### src/hdl/ffba_pkg.sv
// Package for the first-fit block allocator: widths, codes and shared types.
// No dependencies.
`timescale 1ns / 1ps
package ffba_pkg;

    localparam int MaxBlocksDefault = 64;
    localparam logic [31:0] HeapBytesDefault = 32'd33554432;
    localparam logic [6:0] HeaderBytesDefault = 7'd16;

    localparam logic [1:0] StatusDone = 2'd0;
    localparam logic [1:0] StatusAllocFail = 2'd1;
    localparam logic [1:0] StatusBadRelease = 2'd2;

    localparam logic ActionAlloc = 1'b0;
    localparam logic ActionRelease = 1'b1;

    localparam logic RegHeap = 1'b0;
    localparam logic RegHeader = 1'b1;

    // Table entry as stored in the RAM: start, length, taken flag.
    localparam int EntryWidth = 65;

    // Commands from the controller to the datapath.
    typedef struct packed {
        logic       init;        // table back to one free block
        logic       take_item;   // latch the input word, cursor to zero
        logic [1:0] rd_sel;      // table read address select
        logic       wr_en;
        logic [2:0] wr_sel;      // what to write and where
        logic       cur_inc;
        logic       sh_top;      // shift pointer = count - 1
        logic       sh_next2;    // shift pointer = cursor + 2
        logic       sh_next1;    // shift pointer = cursor + 1
        logic       sh_inc;
        logic       sh_dec;
        logic       hold_scan;   // capture read data into scan register
        logic       hold_nb;     // capture read data into neighbor register
        logic       scan_merge;  // scan length += neighbor length
        logic       cnt_inc;
        logic       cnt_dec;
        logic       set_result;
        logic [1:0] res_status;
    } ffba_cmd_t;

    // Status from the datapath to the controller.
    typedef struct packed {
        logic is_release;
        logic zero_size;
        logic scan_end;      // cursor == count
        logic fits;          // scan entry free and longer than need1
        logic splits;        // longer than need2 and table not full
        logic rel_hit;       // scan entry taken and address matches
        logic nb_free;       // neighbor register free
        logic has_next;      // cursor + 1 < count
        logic has_prev;      // cursor > 0
        logic up_done;       // shift pointer back at the cursor
        logic dn_done;       // shift pointer reached the count
    } ffba_sts_t;

    localparam logic [2:0] WrCurTaken = 3'd0;  // cur entry taken, need1 length on a split
    localparam logic [2:0] WrRemain = 3'd1;    // remainder at cur+1
    localparam logic [2:0] WrShiftUp = 3'd2;   // read data to shift+1
    localparam logic [2:0] WrCurFree = 3'd3;   // cur entry freed, merged length
    localparam logic [2:0] WrShiftDn = 3'd4;   // read data to shift-1
    localparam logic [2:0] WrPrevMerge = 3'd5; // prev entry with merged length
    localparam logic [2:0] WrInit = 3'd6;      // entry 0 whole heap

    localparam logic [1:0] RdCur = 2'd0;
    localparam logic [1:0] RdShift = 2'd1;
    localparam logic [1:0] RdNext = 2'd2;
    localparam logic [1:0] RdPrev = 2'd3;

endpackage

### src/hdl/ffba_ctrl.sv
// Controller state machine: scan, split shift, release merge, result.
// Depends on ffba_pkg.
`timescale 1ns / 1ps
module ffba_ctrl (
    input  logic                clk,
    input  logic                rst_n,
    input  logic                cfg_write,
    input  logic                in_valid,
    output logic                in_ready,
    output logic                out_valid,
    input  logic                out_ready,
    input  ffba_pkg::ffba_sts_t sts,
    output ffba_pkg::ffba_cmd_t cmd
);

    typedef enum logic [4:0] {
        S_INIT,     // write entry 0 after reset
        S_IDLE,
        S_RD,       // issue read of cursor entry
        S_RDW,      // read data lands
        S_TEST,
        S_UP_RD,    // shift up: read entry at shift pointer
        S_UP_WR,
        S_TAKE,
        S_REMAIN,
        S_NX_RD,
        S_NX_RDW,
        S_NX_TEST,
        S_DN_RD,    // shift down after entry removal
        S_DN_WR,
        S_PV_RD,
        S_PV_RDW,
        S_PV_TEST,
        S_FREE,
        S_OUT
    } state_t;

    state_t state_reg, state_next;
    logic   phase_reg, phase_next;  // 0 merging next, 1 merging prev

    assign in_ready = (state_reg == S_IDLE) && !cfg_write;
    assign out_valid = (state_reg == S_OUT);

    // Next state and command decode
    always_comb
    begin
        state_next = state_reg;
        phase_next = phase_reg;
        cmd = '0;
        cmd.rd_sel = ffba_pkg::RdCur;
        cmd.wr_sel = ffba_pkg::WrCurTaken;
        cmd.res_status = ffba_pkg::StatusDone;
        if (cfg_write)
        begin
            cmd.init = 1'b1;
            cmd.wr_en = 1'b1;
            cmd.wr_sel = ffba_pkg::WrInit;
        end
        case (state_reg)
            S_INIT:
            begin
                cmd.init = 1'b1;
                cmd.wr_en = 1'b1;
                cmd.wr_sel = ffba_pkg::WrInit;
                state_next = S_IDLE;
            end
            S_IDLE:
            begin
                if (in_valid && in_ready)
                begin
                    cmd.take_item = 1'b1;
                    state_next = S_RD;
                end
            end
            S_RD:
            begin
                if (!sts.is_release && sts.zero_size)
                begin
                    cmd.set_result = 1'b1;
                    cmd.res_status = ffba_pkg::StatusAllocFail;
                    state_next = S_OUT;
                end
                else if (sts.scan_end)
                begin
                    cmd.set_result = 1'b1;
                    cmd.res_status = sts.is_release ? ffba_pkg::StatusBadRelease
                                                    : ffba_pkg::StatusAllocFail;
                    state_next = S_OUT;
                end
                else
                begin
                    state_next = S_RDW;
                end
            end
            S_RDW:
            begin
                cmd.hold_scan = 1'b1;
                state_next = S_TEST;
            end
            S_TEST:
            begin
                if (sts.is_release ? sts.rel_hit : sts.fits)
                begin
                    if (sts.is_release)
                    begin
                        phase_next = 1'b0;
                        state_next = S_NX_RD;
                    end
                    else if (sts.splits)
                    begin
                        cmd.sh_top = 1'b1;
                        state_next = S_UP_RD;
                    end
                    else
                    begin
                        state_next = S_TAKE;
                    end
                end
                else
                begin
                    cmd.cur_inc = 1'b1;
                    state_next = S_RD;
                end
            end
            // Move entries cur+1..count-1 up by one, from the top down
            S_UP_RD:
            begin
                if (sts.up_done)
                begin
                    state_next = S_TAKE;
                end
                else
                begin
                    cmd.rd_sel = ffba_pkg::RdShift;
                    state_next = S_UP_WR;
                end
            end
            S_UP_WR:
            begin
                cmd.wr_en = 1'b1;
                cmd.wr_sel = ffba_pkg::WrShiftUp;
                cmd.sh_dec = 1'b1;
                state_next = S_UP_RD;
            end
            S_TAKE:
            begin
                cmd.wr_en = 1'b1;
                cmd.wr_sel = ffba_pkg::WrCurTaken;
                if (sts.splits)
                begin
                    state_next = S_REMAIN;
                end
                else
                begin
                    cmd.set_result = 1'b1;
                    state_next = S_OUT;
                end
            end
            S_REMAIN:
            begin
                cmd.wr_en = 1'b1;
                cmd.wr_sel = ffba_pkg::WrRemain;
                cmd.cnt_inc = 1'b1;
                cmd.set_result = 1'b1;
                state_next = S_OUT;
            end
            // Release: try the next neighbor first
            S_NX_RD:
            begin
                if (sts.has_next)
                begin
                    cmd.rd_sel = ffba_pkg::RdNext;
                    state_next = S_NX_RDW;
                end
                else
                begin
                    state_next = S_PV_RD;
                end
            end
            S_NX_RDW:
            begin
                cmd.hold_nb = 1'b1;
                state_next = S_NX_TEST;
            end
            S_NX_TEST:
            begin
                if (sts.nb_free)
                begin
                    cmd.scan_merge = 1'b1;
                    cmd.sh_next2 = 1'b1;
                    state_next = S_DN_RD;
                end
                else
                begin
                    state_next = S_PV_RD;
                end
            end
            // Close the gap left by a removed entry
            S_DN_RD:
            begin
                if (sts.dn_done)
                begin
                    cmd.cnt_dec = 1'b1;
                    if (phase_reg)
                    begin
                        cmd.set_result = 1'b1;
                        state_next = S_OUT;
                    end
                    else
                    begin
                        state_next = S_PV_RD;
                    end
                end
                else
                begin
                    cmd.rd_sel = ffba_pkg::RdShift;
                    state_next = S_DN_WR;
                end
            end
            S_DN_WR:
            begin
                cmd.wr_en = 1'b1;
                cmd.wr_sel = ffba_pkg::WrShiftDn;
                cmd.sh_inc = 1'b1;
                state_next = S_DN_RD;
            end
            // Then the previous neighbor
            S_PV_RD:
            begin
                if (sts.has_prev)
                begin
                    cmd.rd_sel = ffba_pkg::RdPrev;
                    state_next = S_PV_RDW;
                end
                else
                begin
                    state_next = S_FREE;
                end
            end
            S_PV_RDW:
            begin
                cmd.hold_nb = 1'b1;
                state_next = S_PV_TEST;
            end
            S_PV_TEST:
            begin
                if (sts.nb_free)
                begin
                    cmd.wr_en = 1'b1;
                    cmd.wr_sel = ffba_pkg::WrPrevMerge;
                    cmd.sh_next1 = 1'b1;
                    phase_next = 1'b1;
                    state_next = S_DN_RD;
                end
                else
                begin
                    state_next = S_FREE;
                end
            end
            S_FREE:
            begin
                cmd.wr_en = 1'b1;
                cmd.wr_sel = ffba_pkg::WrCurFree;
                cmd.set_result = 1'b1;
                state_next = S_OUT;
            end
            S_OUT:
            begin
                if (out_ready)
                begin
                    state_next = S_IDLE;
                end
            end
            default:
            begin
                state_next = S_IDLE;
            end
        endcase
    end

    always_ff @(posedge clk or negedge rst_n)
    begin
        if (!rst_n)
        begin
            state_reg <= S_INIT;
            phase_reg <= 1'b0;
        end
        else
        begin
            state_reg <= state_next;
            phase_reg <= phase_next;
        end
    end

endmodule

### config.mk
export PLATFORM = sky130hd
export DESIGN_NAME = ffba_ctrl
export DESIGN_NICKNAME = d
export VERILOG_FILES = /design/src/hdl/ffba_pkg.sv /design/src/hdl/ffba_ctrl.sv
export SDC_FILE = /design/constraint.sdc
export NUM_CORES = 1
export LEC_CHECK = 0
export ABC_AREA = 1
export ABC_CLOCK_PERIOD_IN_PS = 1400
export BUFFER_PORTS_ARGS = -buffer_cell sky130_fd_sc_hd__buf_2
export CAP_MARGIN = 10
export CORE_UTILIZATION = 42
export CTS_BUF_LIST = sky130_fd_sc_hd__clkbuf_16
export CTS_CLUSTER_SIZE = 12
export DETAILED_ROUTE_END_ITERATION = 16
export PLACE_DENSITY = 0.76
export SYNTH_ARGS = -nofsm -noshare
export SYNTH_HDL_FRONTEND = slang
export SYNTH_SLANG_ARGS = --single-unit
### constraint.sdc
create_clock -name clk -period 1.4 [get_ports clk]
set_input_delay 0 -clock clk [delete_from_list [all_inputs] [get_ports clk]]
set_output_delay 0 -clock clk [all_outputs]
set_load 0.01 [all_outputs]
==> impl_metrics.ini, run 1 <==
[routing]
drc = 0
avgRoutedWirePerCell_um = 13.9
ant_nets = 0
first_pass_iters = 4
via_per_inst = 5.34
routed_wl_um = 3660
num_vias = 1405
drtIter0Drc = 52

[worst_hold_path]
min_to = state_reg[4]$_DFFE_PN0P_
hold_path_startpoint = sts[0]
whs_path_depth = 3
holdCritPathClass = primary input to flip-flop

[logic_synthesis]
synth_top_area_share_pct = 20.3
synth-edff-count = 0
synthArstFlopShare_pct = 100
synth.ff_latch_count = 6
synth_area_um2 = 868
yosysUniqueCellTypes = 23
syn_nets = 183
synth_ff_type = dfrtp_1
synth_warnings = 0
yosysTopAreaCell = nand2_1
synth_seq_area_share_pct = 17.3
syn_area_per_cell_um2 = 5.20
netlist_top_cells_area = nand2_1, dfrtp_1, nor2_1, inv_1, nand3_1
synth_cells = 167

[power]
power_density_nw_per_um2 = 2260
power_mw = 3.55
p_leak_nw = 0.884
vdd_drop_max_mv = 2.06

[worst_setup_path]
path_buf_inv = 3
crit_chain = inv_2 -> nand3_2 -> nor2_1 -> nand2_1 -> buf_4 -> o211ai_1 -> buf_2
rr_worst_depth = 8
r2r-end = state_reg[3]$_DFFE_PN0P_
cp-start-kind = flip-flop
r2r_slack_ps = -200
critPathSlowestCell = dfrtp_1
r2r-start = state_reg[0]$_DFFE_PN0P_
path_class = flip-flop to primary output
timing.critical_path.fanout_max = 5
end_kind = primary output
critPathTopFamily = simple AND/OR/NAND/NOR gates
arrival_ps = 1630
cp.depth = 7
cp.required_ps = 1400
slowest_delay_ps = 380

[cts]
cts_made_buffers = 3
clock-sinks = 6
root_buffer = clkbuf_16
clk_latency_ps = 220
tritoncts = done
clk_pin_slew_ps = 30
ctsLongestPathBuffers = 2
ctsHtreeMaxLevel = 1

[cells_and_area]
final_cells = 263
fillers = 149
drive_gt1_share_pct = 51.7
fin_area_um2 = 1570
fin_nets = 254
area_growth_pct = 80.3
regArea_um2 = 155
largest_reg_flops = 5
multiInputGateArea_um2 = 776
diodes = 0
fin_util_pct = 79.8

[sta]
setup_viol = 20
finClkSkew_ps = 1.73
rsz0062_at_grt = yes
finalHoldViolCount = 0
fin_crit_ps = 1630
slew_viol_final = 0
worstMarginPinSlew_ps = 253
finalWorstSetupSlack_ps = -228
period_share_pct = 116
relSlewSlack_pct = 83.0
finalSetupTns_ps = -2740
clock.fmax_ghz = 0.614

[placement]
portBuffers = 39
place_inst = 249
place_congestion = 0.962
post_dp_cell_area_um2 = 1220
hpwl_um = 2520

[floorplanning]
die_h_um = 47.5
die-area_um2 = 2250
core_area_um2 = 1960
die-width_um = 47.5
start_util_pct = 44.3
io_pins = 40
rows = 16

[job]
drv_cap = 0

[grt]
grt_max_degree = 8
grt_pass1_vias = 1119
antenna_found_initial = 0
grt_usage_pct = 32.7
grt_pass1_wl_um = 5060
grt_overflow_total = 0

[outcome]
violations = setup timing
status = finished, violations left
cell usage in the layout, fill, tap and decap left out, types with 6 or more instances in the layout:
| master | netlist | routed |
|---|---|---|
| nand3_1 | 13 | 10 |
| inv_1 | 18 | 17 |
| buf_4 | 1 | 26 |
| nand4_1 | 6 | 6 |
| buf_2 | 1 | 39 |
| nand2_4 | 0 | 6 |
| nand2_1 | 47 | 39 |
| nor2_4 | 1 | 10 |
| nor2_1 | 35 | 25 |
| inv_2 | 8 | 7 |
| nor2_2 | 7 | 8 |
cell usage after synthesis, types with 3 or more instances:
master,instances
nand2_1,47
inv_2,8
inv_1,18
nor3_1,4
o21ai_0,6
nor2_1,35
dfrtp_1,6
nand3_1,13
nor2_2,7
nand4_1,6
nand2_2,3
per-stage QoR:
step,setup WS [ps],hold slack [ps]
after floorplan,4.22,-296
after global placement,-136,-178
after detailed placement,-131,-177
after CTS,-158,80.1
after global routing,-278,134
final,-228,95.1
area by class of cell:
cell class                 instances  area share, %
sequential                         6           9.91
tap                               27           2.16
clock buffer                       3           4.80
inverter                          26           6.55
timing repair buffer              68           27.0
multi-input combinational        133           49.6
worst reg2reg max path, cell delays in order (launching register included):
cell	delay [ps]
dfrtp_2	490
inv_4	80
nand2_2	140
nor2_4	70
inv_2	70
nor2_4	40
buf_4	140
nor3_2	240
nand4_1	160
timing repair:
action                     in CTS  in global routing
setup endpoints to repair      22                 26
gates resized for setup        32                 20
hold endpoints to repair        6                  0
setup buffers                   8                  2
pin swaps                      10                  9
hold buffers                    1                  0
how the worst max path moves through the flow:
stage                             start                       end  slack (ps)
2_1_floorplan  state_reg[1]$_DFFE_PN0P_  state_reg[1]$_DFFE_PN0P_           4
3_3_place_gp   state_reg[2]$_DFFE_PN0P_  state_reg[0]$_DFFE_PN0P_        -140
3_5_place_dp   state_reg[2]$_DFFE_PN0P_  state_reg[0]$_DFFE_PN0P_        -130
4_1_cts        state_reg[2]$_DFFE_PN0P_                   cmd[16]        -160
5_1_grt        state_reg[4]$_DFFE_PN0P_                   cmd[18]        -280
6_report       state_reg[4]$_DFFE_PN0P_                   cmd[18]        -230
logic make-up (layout without fill, tap and decap cells):
group | count (synthesis) | in the layout | synth area share, %
AND/OR/NAND/NOR | 120 | 120 | 61.8
buffers and inverters | 28 | 97 | 12.7
AO/OA/AOI/OAI | 13 | 13 | 8.21
flip-flops | 6 | 6 | 17.3
report_power, final:
part,switching (mW),total (mW),internal [mW]
registers,0.175,0.450,0.276
clock network,0.0863,0.452,0.366
logic,1.58,2.64,1.07
per-layer routing:
metal / up-vias / share of wire, % / track usage, % / wire length [um]
met5: - / 0 / 0 / 0
met4: 0 / 1.7 / 9.14 / 63
met3: 10 / 5.6 / 3.77 / 204
met2: 80 / 52 / 55.1 / 1910
met1: 650 / 40 / 44.1 / 1480
li1: 665 / - / - / -
No activity file was read; power rests on OpenSTA's default activity.
==> inputs of run 2 (changes only) <==
--- a/config.mk
+++ b/config.mk
@@ -9,11 +9,11 @@
 export ABC_CLOCK_PERIOD_IN_PS = 1400
 export BUFFER_PORTS_ARGS = -buffer_cell sky130_fd_sc_hd__buf_2
 export CAP_MARGIN = 10
-export CORE_UTILIZATION = 42
+export CORE_UTILIZATION = 30
 export CTS_BUF_LIST = sky130_fd_sc_hd__clkbuf_16
 export CTS_CLUSTER_SIZE = 12
 export DETAILED_ROUTE_END_ITERATION = 16
-export PLACE_DENSITY = 0.76
+export SKIP_LAST_GASP = 1
 export SYNTH_ARGS = -nofsm -noshare
 export SYNTH_HDL_FRONTEND = slang
 export SYNTH_SLANG_ARGS = --single-unit
==> run 2 against run 1 <==
Net effect: the run still ends with setup timing left; maximum frequency increased by 3.4%; register-to-register slack improved by 80 ps; combinational power decreased by 6%; utilization decreased by 22 points; setup slack improved by 54 ps; via count decreased by 5.5%; critical path type unchanged; highest routed layer unchanged.
==> impl_metrics.ini, run 2 (synthesized netlist as in run 1, its figures left out) <==
[floorplanning]
die-width_um = 55.8
die_h_um = 55.8
core_area_um2 = 2760
start_util_pct = 31.5
die-area_um2 = 3110
io_pins = 40
rows = 19

[power]
power_mw = 3.38
p_leak_nw = 0.915
vdd_drop_max_mv = 1.59
power_density_nw_per_um2 = 2120

[cells_and_area]
drive_gt1_share_pct = 51.8
area_growth_pct = 83.3
layout_common_cells = nand2_1, buf_2, buf_4, nor2_1, inv_1
fillers = 288
fin_util_pct = 57.7
final_cells = 276
largest_reg_flops = 5
diodes = 0
final_common_cell = nand2_1
fin_nets = 263

[sta]
finClkSkew_ps = 1.66
clock.fmax_ghz = 0.635
finalHoldViolCount = 0
fin_crit_ps = 1570
finalWorstSetupSlack_ps = -174
worstMarginPinSlew_ps = 232
relSlewSlack_pct = 84.5
period_share_pct = 112
setup_viol = 21
slew_viol_final = 0
rsz0062_at_grt = yes

[worst_setup_path]
critPathSlowestCell = dfrtp_1
cp-start-kind = flip-flop
rr_worst_depth = 12
end_kind = primary output
arrival_ps = 1570
slowest_delay_ps = 390
cp.required_ps = 1400
path_class = flip-flop to primary output
crit_chain = inv_2 -> nand3_2 -> nor2_4 -> buf_4 -> a31oi_2 -> nand2_1 -> buf_2
r2r_slack_ps = -120
timing.critical_path.fanout_max = 6

[outcome]
violations = setup timing
status = finished, violations left

[cts]
ctsLongestPathBuffers = 2
clk_latency_ps = 230
ctsHtreeMaxLevel = 1
clk_pin_slew_ps = 30
tritoncts = done
root_buffer = clkbuf_16
cts_made_buffers = 3
clock-sinks = 6

[job]
drv_cap = 0

[routing]
routed_wl_um = 3280
met2WireLength_um = 1590
via_per_inst = 4.81
ant_nets = 0
num_vias = 1328
wl_met1_um = 1410
first_pass_iters = 4
drtIter0Drc = 70
highest_layer = met4
wl_met3_um = 245
avgRoutedWirePerCell_um = 11.9
drc = 0

[worst_hold_path]
whs_path_depth = 3
holdCritPathClass = primary input to flip-flop

[grt]
grt_pass1_vias = 1236
antenna_found_initial = 0
grt_usage_pct = 22.5
grt_pass1_wl_um = 5370
grt_max_degree = 7
grt_overflow_total = 0

[placement]
place_inst = 264
portBuffers = 39
hpwl_um = 2570
place_congestion = 0.914
[run 2: layout make-up]
cell class	count	area, um^2	area share, %
Inverter	26	97.6	6.13
Multi-Input combinational cell	133	727	45.7
Timing Repair Buffer	77	498	31.3
Clock buffer	3	75.1	4.72
Tap cell	31	38.8	2.44
Sequential cell	6	155	9.75
[run 2: power breakdown]
group,switching [mW],internal (mW),leakage [nW],total [mW]
clock network,0.101,0.367,0.0370,0.468
logic,1.37,1.11,0.811,2.49
registers,0.147,0.276,0.0675,0.423
total,1.62,1.76,0.915,3.38
[run 2: through the flow]
step | worst slack [ps] | setup TNS (ps) | area (um^2) | hold slack [ps]
after detailed placement | -87.1 | -320 | 1310 | -167
after floorplan | 4.22 | 0 | 868 | -296
final | -174 | -2040 | 1590 | 61.4
after global placement | -97.0 | -388 | 1310 | -166
after global routing | -267 | -3750 | 1590 | 62.9
after CTS | -166 | -1520 | 1500 | 48.2
[run 2: final timing paths]
check	from	end
hold reg to reg	phase_reg$_DFFE_PN0P_	state_reg[4]$_DFFE_PN0P_
setup / recovery	state_reg[4]$_DFFE_PN0P_	cmd[2]
hold / removal	sts[6]	state_reg[3]$_DFFE_PN0P_
min in group asynchronous	rst_n	state_reg[4]$_DFFE_PN0P_
max in group asynchronous	rst_n	state_reg[1]$_DFFE_PN0P_
setup reg to reg	state_reg[2]$_DFFE_PN0P_	state_reg[0]$_DFFE_PN0P_
[run 2: timing repair]
| item | in CTS | in global routing |
|---|---|---|
| endpoints found under the hold margin | 6 | 0 |
| setup endpoints to repair | 23 | 26 |
| hold buffers | 1 | 0 |
| setup buffers | 6 | 2 |
| pin swaps | 6 | 1 |
| gates resized for setup | 20 | 21 |
[run 2: critical path, delay by kind of cell, from the launching register on]
| family | cells | cell delay, ps |
|---|---|---|
| compound gates | 1 | 110 |
| simple gates | 3 | 450 |
| flops | 1 | 390 |
| buf+inv | 3 | 380 |
[run 2: routing by layer]
layer  global-route usage, %  up-vias
met1                    29.4      592
li1                        -      683
met5                       0        -
met3                    4.65        2
met4                    8.93        0
met2                    36.0       51
==> inputs of run 3 (changes only) <==
--- a/config.mk
+++ b/config.mk
@@ -6,7 +6,7 @@
 export NUM_CORES = 1
 export LEC_CHECK = 0
 export ABC_AREA = 1
-export ABC_CLOCK_PERIOD_IN_PS = 1400
+export ABC_CLOCK_PERIOD_IN_PS = 1700
 export BUFFER_PORTS_ARGS = -buffer_cell sky130_fd_sc_hd__buf_2
 export CAP_MARGIN = 10
 export CORE_UTILIZATION = 30
==> constraint.sdc (replaced) <==
create_clock -name clk -period 1.7 [get_ports clk]
set_input_delay 0 -clock clk [delete_from_list [all_inputs] [get_ports clk]]
set_output_delay 0 -clock clk [all_outputs]
set_load 0.01 [all_outputs]
==> run 3 against run 2 <==
Net effect: the flow now finishes without violations; global-route usage down 3.2 points; utilization fell by 12 points; critical path depth grew 1; power fell by 34%; flip-flop and latch count unchanged; worst hold slack better by 5.8 ps; largest cell class unchanged; highest routed layer unchanged.
==> impl_metrics.ini, run 3 (synthesized netlist as in run 1, its figures left out) <==
[cts]
cts_made_buffers = 3
ctsHtreeMaxLevel = 1
clk_latency_ps = 230
clock-sinks = 6
root_buffer = clkbuf_16
tritoncts = done
clk_pin_slew_ps = 30
ctsLongestPathBuffers = 2

[worst_setup_path]
r2r-end = state_reg[0]$_DFFE_PN0P_
slowest_delay_ps = 450
r2r-start = state_reg[0]$_DFFE_PN0P_
cp-start-kind = flip-flop
rr_worst_depth = 9
cp_common_cell = nor2_4
r2r_slack_ps = 220
end_kind = primary output
path_class = flip-flop to primary output
timing.critical_path.fanout_max = 6
critPathTopFamily = simple AND/OR/NAND/NOR gates
endpoint = cmd[16]
critPathSlowestCell = dfrtp_2
startpoint = state_reg[2]$_DFFE_PN0P_
cp.required_ps = 1700
arrival_ps = 1610
cp.depth = 8
path_buf_inv = 2
crit_chain = nor2_4 -> nand2_4 -> nor2_4 -> inv_2 -> nor2_4 -> nor2_1 -> o21ai_1 -> buf_2

[placement]
portBuffers = 39
hpwl_um = 2300
place_ws_ps = 181
place_congestion = 0.912
post_dp_cell_area_um2 = 1100

[cells_and_area]
layout_common_cells = nand2_1, buf_2, nor2_1, inv_1, nand3_1
fin_util_pct = 46.1
fin_area_um2 = 1270
area_growth_pct = 46.5
final_common_cell = nand2_1
diodes = 0
fin_nets = 231
drive_gt1_share_pct = 39.0
largest_reg_flops = 5

[routing]
ant_nets = 0
drc = 0
via_per_inst = 4.99
first_pass_iters = 4
routed_wl_um = 2970
num_vias = 1217
avgRoutedWirePerCell_um = 12.2
drtIter0Drc = 33

[sta]
fin_crit_ps = 1610
finClkSkew_ps = 1.28
clock.fmax_ghz = 0.622
finalHoldViolCount = 0
worstMarginPinSlew_ps = 427
slew_viol_final = 0
rsz0062_at_grt = yes
setup_viol = 0
finalSetupTns_ps = 0
period_share_pct = 94.5
relSlewSlack_pct = 71.3
finalWorstSetupSlack_ps = 92.7

[outcome]
status = completed

[power]
power_density_nw_per_um2 = 1760
vdd_drop_max_mv = 1.03
p_leak_nw = 0.729
power_mw = 2.24

[grt]
antenna_found_initial = 0
grt_max_degree = 11
grt_overflow_total = 0
grt_pass1_wl_um = 4720
grt_pass1_vias = 1056
grt_usage_pct = 19.3

[floorplanning]
rows = 19
die-width_um = 55.8
io_pins = 40
die-area_um2 = 3110
die_h_um = 55.8
start_util_pct = 31.5
core_area_um2 = 2760

[job]
drv_cap = 0

[worst_hold_path]
holdCritPathClass = primary input to flip-flop
-- run 3: worst min-delay path by stage --
stage           start                        to  depth (start not counted)
6_report       sts[0]  state_reg[4]$_DFFE_PN0P_                          3
3_3_place_gp    rst_n     phase_reg$_DFFE_PN0P_                          1
5_1_grt        sts[0]  state_reg[4]$_DFFE_PN0P_                          3
4_1_cts        sts[0]  state_reg[4]$_DFFE_PN0P_                          3
3_5_place_dp    rst_n     phase_reg$_DFFE_PN0P_                          1
2_1_floorplan   rst_n     phase_reg$_DFFE_PN0P_                          0
-- run 3: what timing repair did --
action	CTS	global route
pin swaps	1	2
hold buffers	1	0
endpoints found under the setup margin	3	5
resized for setup	1	19
endpoints found under the hold margin	6	0
setup buffers	1	2
-- run 3: layer usage --
| metal | up-vias | GRT usage, % | wire (um) |
|---|---|---|---|
| met3 | 7 | 0.930 | 208 |
| met1 | 527 | 27.2 | 1290 |
| met4 | 0 | 7.50 | 56 |
| li1 | 621 | - | - |
| met5 | - | 0 | 0 |
| met2 | 62 | 30.8 | 1420 |
-- run 3: worst min-delay path, stage by stage --
cell	delay (ps)
buf_2	110
a31oi_2	90
nand4_1	60
-- run 3: area by class of cell --
class / instances / area [um^2]
fill: 304 / 1490
multi-input combinational: 133 / 659
timing repair buffer: 45 / 243
sequential: 6 / 156
inverter: 26 / 100
clock buffer: 3 / 75.1
tap: 31 / 38.8
-- run 3: report_power, final --
| group | total [mW] | internal, mW | switching, mW | leakage, nW |
|---|---|---|---|---|
| registers | 0.376 | 0.229 | 0.147 | 0.0663 |
| clock network | 0.384 | 0.302 | 0.0814 | 0.0370 |
| logic | 1.48 | 0.542 | 0.942 | 0.626 |
| total | 2.24 | 1.07 | 1.17 | 0.729 |
-- run 3: through the flow --
| step | std cells | hold WS [ps] |
|---|---|---|
| 2_1_floorplan | 167 | -296 |
| 3_3_place_gp | 237 | -165 |
| 3_5_place_dp | 237 | -163 |
| 4_1_cts | 242 | 69.1 |
| 5_1_grt | 244 | 95.7 |
| 6_report | 244 | 67.3 |
